$ cat src/sv/tgarle_pkg.sv
`default_nettype none
package tgarle_pkg;

  localparam int unsigned HdrIdxW = 5;

  localparam logic [HdrIdxW-1:0] HDR_ID_LEN  = 5'd0;
  localparam logic [HdrIdxW-1:0] HDR_TYPE    = 5'd2;
  localparam logic [HdrIdxW-1:0] HDR_WIDTH_L = 5'd12;
  localparam logic [HdrIdxW-1:0] HDR_WIDTH_H = 5'd13;
  localparam logic [HdrIdxW-1:0] HDR_HGHT_L  = 5'd14;
  localparam logic [HdrIdxW-1:0] HDR_HGHT_H  = 5'd15;
  localparam logic [HdrIdxW-1:0] HDR_DEPTH   = 5'd16;
  localparam logic [HdrIdxW-1:0] HDR_LAST    = 5'd17;

  localparam logic [7:0] TYPE_RAW = 8'd2;
  localparam logic [7:0] TYPE_RLE = 8'd10;

  localparam logic [4:0] BPP_RGB  = 5'd3;
  localparam logic [4:0] BPP_RGBA = 5'd4;

  localparam logic [7:0] RUN_FLAG_MIN = 8'd128;
  localparam logic [7:0] RUN_BIAS     = 8'd127;

  typedef enum logic [2:0] {
    PH_DONE   = 3'd0,
    PH_HEADER = 3'd1,
    PH_IDSKIP = 3'd2,
    PH_PACKET = 3'd3,
    PH_PIXEL  = 3'd4
  } phase_t;

  typedef enum logic [1:0] {
    KIND_HEADER    = 2'd0,
    KIND_PIXEL     = 2'd1,
    KIND_BAD_TYPE  = 2'd2,
    KIND_BAD_DEPTH = 2'd3
  } kind_t;

  typedef struct packed {
    logic [7:0] byte_value;
    logic       first_of_file;
  } in_t;

  typedef struct packed {
    kind_t       kind;
    logic [15:0] image_width;
    logic [15:0] image_height;
    logic        has_alpha;
    logic [7:0]  red;
    logic [7:0]  green;
    logic [7:0]  blue;
    logic [7:0]  alpha;
    logic [7:0]  repeat_count;
    logic        last_of_image;
  } res_t;

endpackage
`default_nettype wire

$ cat src/sv/tgarle_in_reg.sv
`default_nettype none
module tgarle_in_reg (
  input  wire                 clk,
  input  wire                 rst,
  input  wire                 in_valid,
  output logic                in_ready,
  input  wire  [7:0]          byte_value,
  input  wire                 first_of_file,
  input  wire                 advance,
  output logic                stg_valid,
  output tgarle_pkg::in_t     stg
);
  import tgarle_pkg::*;

  logic take;

  assign in_ready = !stg_valid || advance;
  assign take     = in_valid && in_ready;

  always_ff @(posedge clk) begin
    if (rst) begin
      stg_valid <= 1'b0;
    end else if (take) begin
      stg_valid <= 1'b1;
    end else if (advance) begin
      stg_valid <= 1'b0;
    end
  end

  always_ff @(posedge clk) begin
    if (take) begin
      stg.byte_value    <= byte_value;
      stg.first_of_file <= first_of_file;
    end
  end

endmodule
`default_nettype wire

$ cat src/sv/tgarle_core.sv
`default_nettype none
module tgarle_core (
  input  wire                 clk,
  input  wire                 rst,
  input  wire                 stg_valid,
  input  tgarle_pkg::in_t     stg,
  input  wire                 advance,
  output logic                res_valid,
  output tgarle_pkg::res_t    res
);
  import tgarle_pkg::*;

  phase_t              phase, phase_next;
  logic [HdrIdxW-1:0]  header_index, header_index_next;
  logic [7:0]          image_type, image_type_next;
  logic [7:0]          id_length_left, id_length_left_next;
  logic [15:0]         width_reg, width_reg_next;
  logic [15:0]         height_reg, height_reg_next;
  logic                four_bytes, four_bytes_next;
  logic [31:0]         pixels_left, pixels_left_next;
  logic [7:0]          packet_left, packet_left_next;
  logic [1:0]          byte_in_pixel, byte_in_pixel_next;
  logic                run_packet, run_packet_next;
  logic [23:0]         pixel_bytes, pixel_bytes_next;

  phase_t              cur_phase;
  logic [HdrIdxW-1:0]  cur_idx;
  logic [7:0]          b;
  logic [4:0]          bpp;
  logic [31:0]         area;
  logic [1:0]          last_pos;
  logic [7:0]          count;
  logic [31:0]         pixels_after;
  logic                run_short;
  logic                step;

  assign step = stg_valid && advance;
  assign b    = stg.byte_value;
  assign bpp  = pixel_bytes[7:3];
  assign area = {16'd0, width_reg} * {16'd0, height_reg};

  // a restart byte is always header byte 0
  assign cur_phase = stg.first_of_file ? PH_HEADER : phase;
  assign cur_idx   = stg.first_of_file ? '0 : header_index;

  assign last_pos     = four_bytes ? 2'd3 : 2'd2;
  assign run_short    = {24'd0, packet_left} < pixels_left;
  assign count        = !run_packet ? 8'd1 : (run_short ? packet_left : pixels_left[7:0]);
  assign pixels_after = pixels_left - {24'd0, count};

  always_comb begin
    phase_next          = phase;
    header_index_next   = header_index;
    image_type_next     = image_type;
    id_length_left_next = id_length_left;
    width_reg_next      = width_reg;
    height_reg_next     = height_reg;
    four_bytes_next     = four_bytes;
    pixels_left_next    = pixels_left;
    packet_left_next    = packet_left;
    byte_in_pixel_next  = byte_in_pixel;
    run_packet_next     = run_packet;
    pixel_bytes_next    = pixel_bytes;
    res_valid           = 1'b0;
    res                 = '0;

    case (cur_phase)
      PH_HEADER: begin
        phase_next        = PH_HEADER;
        header_index_next = cur_idx + 5'd1;
        case (cur_idx)
          HDR_ID_LEN:  id_length_left_next = b;
          HDR_TYPE:    image_type_next     = b;
          HDR_WIDTH_L: width_reg_next      = {width_reg[15:8], b};
          HDR_WIDTH_H: width_reg_next      = {b, width_reg[7:0]};
          HDR_HGHT_L:  height_reg_next     = {height_reg[15:8], b};
          HDR_HGHT_H:  height_reg_next     = {b, height_reg[7:0]};
          HDR_DEPTH:   pixel_bytes_next    = {16'd0, b};
          default: ;
        endcase
        if (cur_idx == HDR_LAST) begin
          res_valid          = 1'b1;
          res.image_width    = width_reg;
          res.image_height   = height_reg;
          if (image_type != TYPE_RAW && image_type != TYPE_RLE) begin
            phase_next = PH_DONE;
            res.kind   = KIND_BAD_TYPE;
          end else if (bpp != BPP_RGB && bpp != BPP_RGBA) begin
            phase_next = PH_DONE;
            res.kind   = KIND_BAD_DEPTH;
          end else begin
            four_bytes_next = (bpp == BPP_RGBA);
            pixels_left_next = area;
            res.kind      = KIND_HEADER;
            res.has_alpha = (bpp == BPP_RGBA);
            if (width_reg == 16'd0 || height_reg == 16'd0) begin
              phase_next        = PH_DONE;
              res.last_of_image = 1'b1;
            end else if (id_length_left != 8'd0) begin
              phase_next = PH_IDSKIP;
            end else begin
              byte_in_pixel_next = '0;
              pixel_bytes_next   = '0;
              if (image_type == TYPE_RLE) begin
                phase_next = PH_PACKET;
              end else begin
                phase_next       = PH_PIXEL;
                run_packet_next  = 1'b0;
                packet_left_next = 8'd1;
              end
            end
          end
        end
      end
      PH_IDSKIP: begin
        id_length_left_next = id_length_left - 8'd1;
        if (id_length_left == 8'd1) begin
          byte_in_pixel_next = '0;
          pixel_bytes_next   = '0;
          if (image_type == TYPE_RLE) begin
            phase_next = PH_PACKET;
          end else begin
            phase_next       = PH_PIXEL;
            run_packet_next  = 1'b0;
            packet_left_next = 8'd1;
          end
        end
      end
      PH_PACKET: begin
        if (b < RUN_FLAG_MIN) begin
          run_packet_next  = 1'b0;
          packet_left_next = b + 8'd1;
        end else begin
          run_packet_next  = 1'b1;
          packet_left_next = b - RUN_BIAS;
        end
        byte_in_pixel_next = '0;
        pixel_bytes_next   = '0;
        phase_next         = PH_PIXEL;
      end
      PH_PIXEL: begin
        if (byte_in_pixel < last_pos) begin
          case (byte_in_pixel)
            2'd0:    pixel_bytes_next = pixel_bytes | {16'd0, b};
            2'd1:    pixel_bytes_next = pixel_bytes | {8'd0, b, 8'd0};
            default: pixel_bytes_next = pixel_bytes | {b, 16'd0};
          endcase
          byte_in_pixel_next = byte_in_pixel + 2'd1;
        end else begin
          res_valid         = 1'b1;
          res.kind          = KIND_PIXEL;
          res.has_alpha     = four_bytes;
          res.blue          = pixel_bytes[7:0];
          res.green         = pixel_bytes[15:8];
          res.red           = four_bytes ? pixel_bytes[23:16] : b;
          res.alpha         = four_bytes ? b : 8'd0;
          res.repeat_count  = count;
          res.last_of_image = (pixels_after == 32'd0);
          byte_in_pixel_next = '0;
          pixel_bytes_next   = '0;
          pixels_left_next   = pixels_after;
          packet_left_next   = run_packet ? 8'd0 : packet_left - 8'd1;
          if (pixels_after == 32'd0) begin
            phase_next = PH_DONE;
          end else if (image_type == TYPE_RLE) begin
            if (run_packet || packet_left == 8'd1) begin
              phase_next = PH_PACKET;
            end
          end else begin
            packet_left_next = 8'd1;
          end
        end
      end
      default: ;
    endcase

    if (!stg_valid) begin
      res_valid = 1'b0;
    end
  end

  always_ff @(posedge clk) begin
    if (rst) begin
      phase          <= PH_DONE;
      header_index   <= '0;
      image_type     <= '0;
      id_length_left <= '0;
      width_reg      <= '0;
      height_reg     <= '0;
      four_bytes     <= 1'b0;
      pixels_left    <= '0;
      packet_left    <= '0;
      byte_in_pixel  <= '0;
      run_packet     <= 1'b0;
      pixel_bytes    <= '0;
    end else if (step) begin
      phase          <= phase_next;
      header_index   <= header_index_next;
      image_type     <= image_type_next;
      id_length_left <= id_length_left_next;
      width_reg      <= width_reg_next;
      height_reg     <= height_reg_next;
      four_bytes     <= four_bytes_next;
      pixels_left    <= pixels_left_next;
      packet_left    <= packet_left_next;
      byte_in_pixel  <= byte_in_pixel_next;
      run_packet     <= run_packet_next;
      pixel_bytes    <= pixel_bytes_next;
    end
  end

endmodule
`default_nettype wire

$ cat src/sv/tgarle_out_reg.sv
`default_nettype none
module tgarle_out_reg (
  input  wire                 clk,
  input  wire                 rst,
  input  wire                 res_valid,
  input  tgarle_pkg::res_t    res,
  output logic                advance,
  output logic                out_valid,
  input  wire                 out_ready,
  output tgarle_pkg::res_t    out_res
);
  import tgarle_pkg::*;

  logic load;

  // the stage moves whenever the result slot is free or being emptied
  assign advance = !out_valid || out_ready;
  assign load    = res_valid && advance;

  always_ff @(posedge clk) begin
    if (rst) begin
      out_valid <= 1'b0;
    end else if (load) begin
      out_valid <= 1'b1;
    end else if (out_ready) begin
      out_valid <= 1'b0;
    end
  end

  always_ff @(posedge clk) begin
    if (load) begin
      out_res <= res;
    end
  end

endmodule
`default_nettype wire

$ cat src/sv/tga_rle_image_decoder.sv
// an accepted byte is held in the input register; its result is loaded into the output register when advance is high
// throughput: one byte per cycle while out_ready stays high
// a byte that makes no result still passes through the input stage
// rate is set by the single combinational decode step between input and result registers
// reset: synchronous active-high rst; parser waits for a byte with first_of_file set
`default_nettype none
module tga_rle_image_decoder (
  input  wire         clk,
  input  wire         rst,
  input  wire         in_valid,
  output logic        in_ready,
  input  wire  [7:0]  byte_value,
  input  wire         first_of_file,
  output logic        out_valid,
  input  wire         out_ready,
  output logic [1:0]  kind,
  output logic [15:0] image_width,
  output logic [15:0] image_height,
  output logic        has_alpha,
  output logic [7:0]  red,
  output logic [7:0]  green,
  output logic [7:0]  blue,
  output logic [7:0]  alpha,
  output logic [7:0]  repeat_count,
  output logic        last_of_image
);
  import tgarle_pkg::*;

  logic advance;
  logic stg_valid;
  in_t  stg;
  logic res_valid;
  res_t res;
  res_t out_res;

  tgarle_in_reg u_in_reg (
    .clk          (clk),
    .rst          (rst),
    .in_valid     (in_valid),
    .in_ready     (in_ready),
    .byte_value   (byte_value),
    .first_of_file(first_of_file),
    .advance      (advance),
    .stg_valid    (stg_valid),
    .stg          (stg)
  );

  tgarle_core u_core (
    .clk      (clk),
    .rst      (rst),
    .stg_valid(stg_valid),
    .stg      (stg),
    .advance  (advance),
    .res_valid(res_valid),
    .res      (res)
  );

  tgarle_out_reg u_out_reg (
    .clk      (clk),
    .rst      (rst),
    .res_valid(res_valid),
    .res      (res),
    .advance  (advance),
    .out_valid(out_valid),
    .out_ready(out_ready),
    .out_res  (out_res)
  );

  assign kind          = out_res.kind;
  assign image_width   = out_res.image_width;
  assign image_height  = out_res.image_height;
  assign has_alpha     = out_res.has_alpha;
  assign red           = out_res.red;
  assign green         = out_res.green;
  assign blue          = out_res.blue;
  assign alpha         = out_res.alpha;
  assign repeat_count  = out_res.repeat_count;
  assign last_of_image = out_res.last_of_image;

endmodule
`default_nettype wire
$ cat config.mk
export PLATFORM = sky130hd
export DESIGN_NAME = tga_rle_image_decoder
export DESIGN_NICKNAME = d
export VERILOG_FILES = /design/src/sv/tgarle_pkg.sv /design/src/sv/tgarle_in_reg.sv /design/src/sv/tgarle_core.sv /design/src/sv/tgarle_out_reg.sv /design/src/sv/tga_rle_image_decoder.sv
export SDC_FILE = /design/constraint.sdc
export NUM_CORES = 1
export LEC_CHECK = 0
export BUFFER_PORTS_ARGS = -buffer_cell sky130_fd_sc_hd__clkbuf_2
export CAP_MARGIN = 10
export CORE_MARGIN = 2
export CORE_UTILIZATION = 50
export CTS_CLUSTER_SIZE = 25
export DETAILED_ROUTE_END_ITERATION = 12
export GPL_ROUTABILITY_DRIVEN = 0
export PLACE_DENSITY = 0.67
export SETUP_SLACK_MARGIN = 0.5
export SLEW_MARGIN = 20
export SYNTH_ARGS = -nofsm -noshare
export SYNTH_HDL_FRONTEND = slang
export SYNTH_SLANG_ARGS = --single-unit
$ cat constraint.sdc
create_clock -name clk -period 9.3 [get_ports clk]
set_input_delay 1.86 -clock clk [delete_from_list [all_inputs] [get_ports clk]]
set_output_delay 1.86 -clock clk [all_outputs]
set_load 0.02 [all_outputs]
==> impl_metrics.csv <==
group,metric,value,unit
run_status,status,"complete, no violations",
clock_tree,clock_path_buffers,3,
floorplanning,die_w,200.1,um
sta,worst_pin_slew,1.016,ns
detailed_routing,routed_wirelength,48.80,mm
placed_design,dp_hpwl,35.65,mm
setup_path,worst_r2r_path_depth,22,
grt,grt_pass1_vias,15050,
clock_tree,clock_latency,0.55,ns
cells_and_area,diodes,0,
synth,synth_cells,2154,
floorplanning,dieArea,0.04005,mm^2
sta,maxSlewHeadroom,0.3202,
cells_and_area,num-nets-final,2496,
clock_tree,postCtsHoldBufs,0,
floorplanning,num_rows,71,
cells_and_area,largest_reg_flops,76,
power_and_ir_drop,p_total,0.002066,W
flow_run,max_cap_viol_count,0,
detailed_routing,drtPass1Iterations,6,
detailed_routing,wl_per_cell,18.18,um
floorplanning,core,0.03776,mm^2
cells_and_area,syn2layout_area_growth,7.833,%
detailed_routing,viasPerCell,5.617,
clock_tree,cts_made_buffers,25,
min_path,min_from,"u_core.pixel_bytes[20]$_SDFFE_PP0P_",
sta,setup_ws,2.374,ns
setup_path,startpoint_type,"flop",
setup_path,path_common_cell,"fa_1",
floorplanning,pin_count,91,
synth,seq_area_frac_synth,0.2639,
setup_path,endpoint_kind,"flop",
detailed_routing,num_vias,15080,
power_and_ir_drop,p_leak,8.975,nW
setup_path,reg2reg_slack,2.37,ns
grt,antenna_found_initial,0,
placed_design,place_ws,2.427,ns
setup_path,worstSetupPathType,"flop to flop",
synth,async_reset_ff_frac,0,
synth,avgSynthCellArea,8.929,um^2
power_and_ir_drop,ir_drop,117.0,uV
setup_path,worstPathRequired,9.77,ns
min_path,whs_path_depth,2,
setup_path,rr_startpoint,"u_core.width_reg[7]$_SDFFE_PP0P_",
placed_design,io_buffers,90,
detailed_routing,ant_nets,0,
clock_tree,cts_tree,"done",
sta,clock_skew,0.01078,ns
sta,rsz0062_at_grt,"no",
sta,report.final.slew_viol_count,0,
sta,fmax,0.1444,GHz
clock_tree,postCtsSetupBuffers,0,
clock_tree,cts-root-buf,"clkbuf_16",
synth,synth_nets,2495,
floorplanning,fp.dieH,200.1,um
synth,synth-edff-count,85,
synth,yosys_most_used_dff,"dfxtp_1",
floorplanning,initial_core_util,0.5094,
sta,setup_viol,0,
cells_and_area,drive_gt1_frac,0.08556,
synth,synth_cell_type_count,84,
min_path,min_path_type,"flop to flop",
sta,hold_viol_final,0,
cells_and_area,reg_top3,"u_out_reg.out_res: 76 flops, u_core.pixels_left: 32 flops, u_core.pixel_bytes: 24 flops",
detailed_routing,drtIter0Drc,1226,
grt,grt_max_degree,77,
clock_tree,postCtsResizedCells,0,
clock_tree,path_clk_slew,0.06,ns
grt,grtUsageTotal,0.2477,
power_and_ir_drop,power_density,99.61,mW/mm^2
setup_path,r2r-end,"u_core.pixels_left[31]$_SDFFE_PP0P_",
setup_path,crit_chain,"nand2_1 > fa_1 > inv_1 > fa_1 > inv_1 > fa_1 > inv_1 > fa_1 > fa_1 > inv_1 > fa_1 > inv_1 > ha_1 > nand3_1 > o311a_1 > o31ai_1 > a21o_1 > a41oi_1 > a31oi_1 > xnor2_1 > o211ai_1 > a31oi_1",
sta,finalSetupTns,0,ns
cells_and_area,max_flop_register,"u_out_reg.out_res",
setup_path,path_max_fanout,19,
grt,grt_pass1_wl,80.70,mm
synth,ys_seq_elements,211,
detailed_routing,drcViolationCount,0,
setup_path,critical_path_arrival,7.40,ns
cells_and_area,fin_util,0.5493,
setup_path,cp_slowest_cell,"dfxtp_1",
setup_path,max_stage_delay,0.87,ns
grt,grt-ovfl-total,0,
synth,syn_area,0.01923,mm^2
synth,synth_warnings,0,
sta,fin_crit_sh,0.7448,
clock_tree,numClockSinks,211,
clock_tree,ctsHtreeMaxLevel,1,
sta,period_needed,6.926,ns
min_path,whs_endpoint,"u_core.pixel_bytes[20]$_SDFFE_PP0P_",
where the power goes:
part | total (W) | internal [W] | leakage [nW] | switching (W)
clock network | 0.000986 | 0.000550 | 0.402 | 0.000436
registers | 0.000991 | 0.000965 | 1.76 | 0.0000265
logic | 0.0000889 | 0.0000308 | 6.82 | 0.0000581
total | 0.00207 | 0.00155 | 8.98 | 0.000521
worst max-delay path: cells and delay by family, from the launching register on:
kind | cells | cell delay (ns)
adder cells (fa/ha/maj) | 7 | 3.57
XOR/XNOR | 1 | 0.14
AND/OR/NAND/NOR | 2 | 0.29
flip-flops | 1 | 0.87
AO/OA/AOI/OAI | 7 | 1.69
buffers and inverters | 5 | 0.25
worst max-delay path by stage:
stage | end | startpoint
after floorplan | u_core.pixels_left[31]$_SDFFE_PP0P_ | u_core.height_reg[8]$_SDFFE_PP0P_
after global placement | u_core.pixels_left[31]$_SDFFE_PP0P_ | u_core.height_reg[7]$_SDFFE_PP0P_
after detailed placement | u_core.pixels_left[31]$_SDFFE_PP0P_ | u_core.height_reg[7]$_SDFFE_PP0P_
after CTS | u_core.pixels_left[31]$_SDFFE_PP0P_ | u_core.height_reg[7]$_SDFFE_PP0P_
after global routing | u_core.pixels_left[31]$_SDFFE_PP0P_ | u_core.height_reg[7]$_SDFFE_PP0P_
final | u_core.pixels_left[31]$_SDFFE_PP0P_ | u_core.width_reg[7]$_SDFFE_PP0P_
final cells by class:
cell class / count / area (um^2)
fill: 3404 / 17020
multi-input combinational: 1538 / 12610
sequential: 211 / 5075
inverter: 277 / 1040
clock buffer: 27 / 653.1
tap: 511 / 639.4
timing repair buffer: 102 / 543.0
clock inverter: 19 / 180.2
cells in the final DEF (no fill, tap or decap), types with 15 or more instances in the layout:
cell,count
clkbuf_16,25
nor2_1,161
a21o_1,21
dfxtp_1,126
mux2i_1,59
o21ai_0,67
a22oi_1,24
and3_1,15
fa_1,195
nor4_1,21
a211oi_1,31
clkbuf_2,89
nand3_1,32
inv_1,276
nand4_1,17
xor2_1,18
nor3_1,45
ha_1,133
xnor2_1,19
nand2_1,231
nand2b_1,19
a21oi_1,89
edfxtp_1,85
and2_1,172
cell usage after synthesis, types with 9 or more instances:
| library cell | n | share of area |
|---|---|---|
| xnor2_1 | 19 | 0.0087 |
| o22ai_1 | 11 | 0.0036 |
| a22oi_1 | 24 | 0.0094 |
| o21ai_0 | 67 | 0.017 |
| xor2_1 | 18 | 0.0082 |
| dfxtp_1 | 126 | 0.13 |
| a31oi_1 | 11 | 0.0036 |
| nand4_1 | 17 | 0.0055 |
| nor2_1 | 163 | 0.032 |
| a211oi_1 | 31 | 0.012 |
| fa_1 | 195 | 0.20 |
| nor4_1 | 21 | 0.0068 |
| or3_1 | 11 | 0.0036 |
| clkbuf_1 | 115 | 0.022 |
| and3_1 | 15 | 0.0049 |
| nand3_1 | 32 | 0.0083 |
| or2_2 | 9 | 0.0029 |
| and2_1 | 172 | 0.056 |
| edfxtp_1 | 85 | 0.13 |
| nor3_1 | 45 | 0.012 |
| a21o_1 | 21 | 0.0082 |
| nor2b_1 | 9 | 0.0029 |
| a21oi_1 | 90 | 0.023 |
| nand2b_1 | 19 | 0.0062 |
| inv_1 | 277 | 0.054 |
| nand2_1 | 231 | 0.045 |
| mux2i_1 | 59 | 0.031 |
| ha_1 | 133 | 0.087 |
metal layers:
layer | up-vias | share of wire | track usage | wire (um)
li1 | 7117 | - | - | -
met1 | 7353 | 0.45 | 0.3513 | 21960
met2 | 530 | 0.45 | 0.3925 | 22140
met3 | 82 | 0.071 | 0.04247 | 3449
met4 | 0 | 0.026 | 0.06690 | 1256
met5 | - | 0 | 0 | 0
through the flow:
stage / instances / hold WS [ns] / area (um^2)
floorplan: 2154 / 0.4365 / 19230
global placement: 2639 / 0.4468 / 19900
detailed placement: 2639 / 0.4546 / 19900
finish: 2685 / 0.4643 / 20740
global route: 2685 / 0.4877 / 20740
CTS: 2685 / 0.4703 / 20730
logic make-up (layout without fill, tap and decap cells):
group,count (synthesis),after routing,share of synthesized area
compound gates,323,323,0.1083
buf+inv,405,425,0.08119
mux,60,60,0.03129
simple gates,789,789,0.2076
fa+ha+maj,328,328,0.2895
xor+xnor,38,38,0.01828
flops,211,211,0.2639
Power figures use the tool's default switching activity.
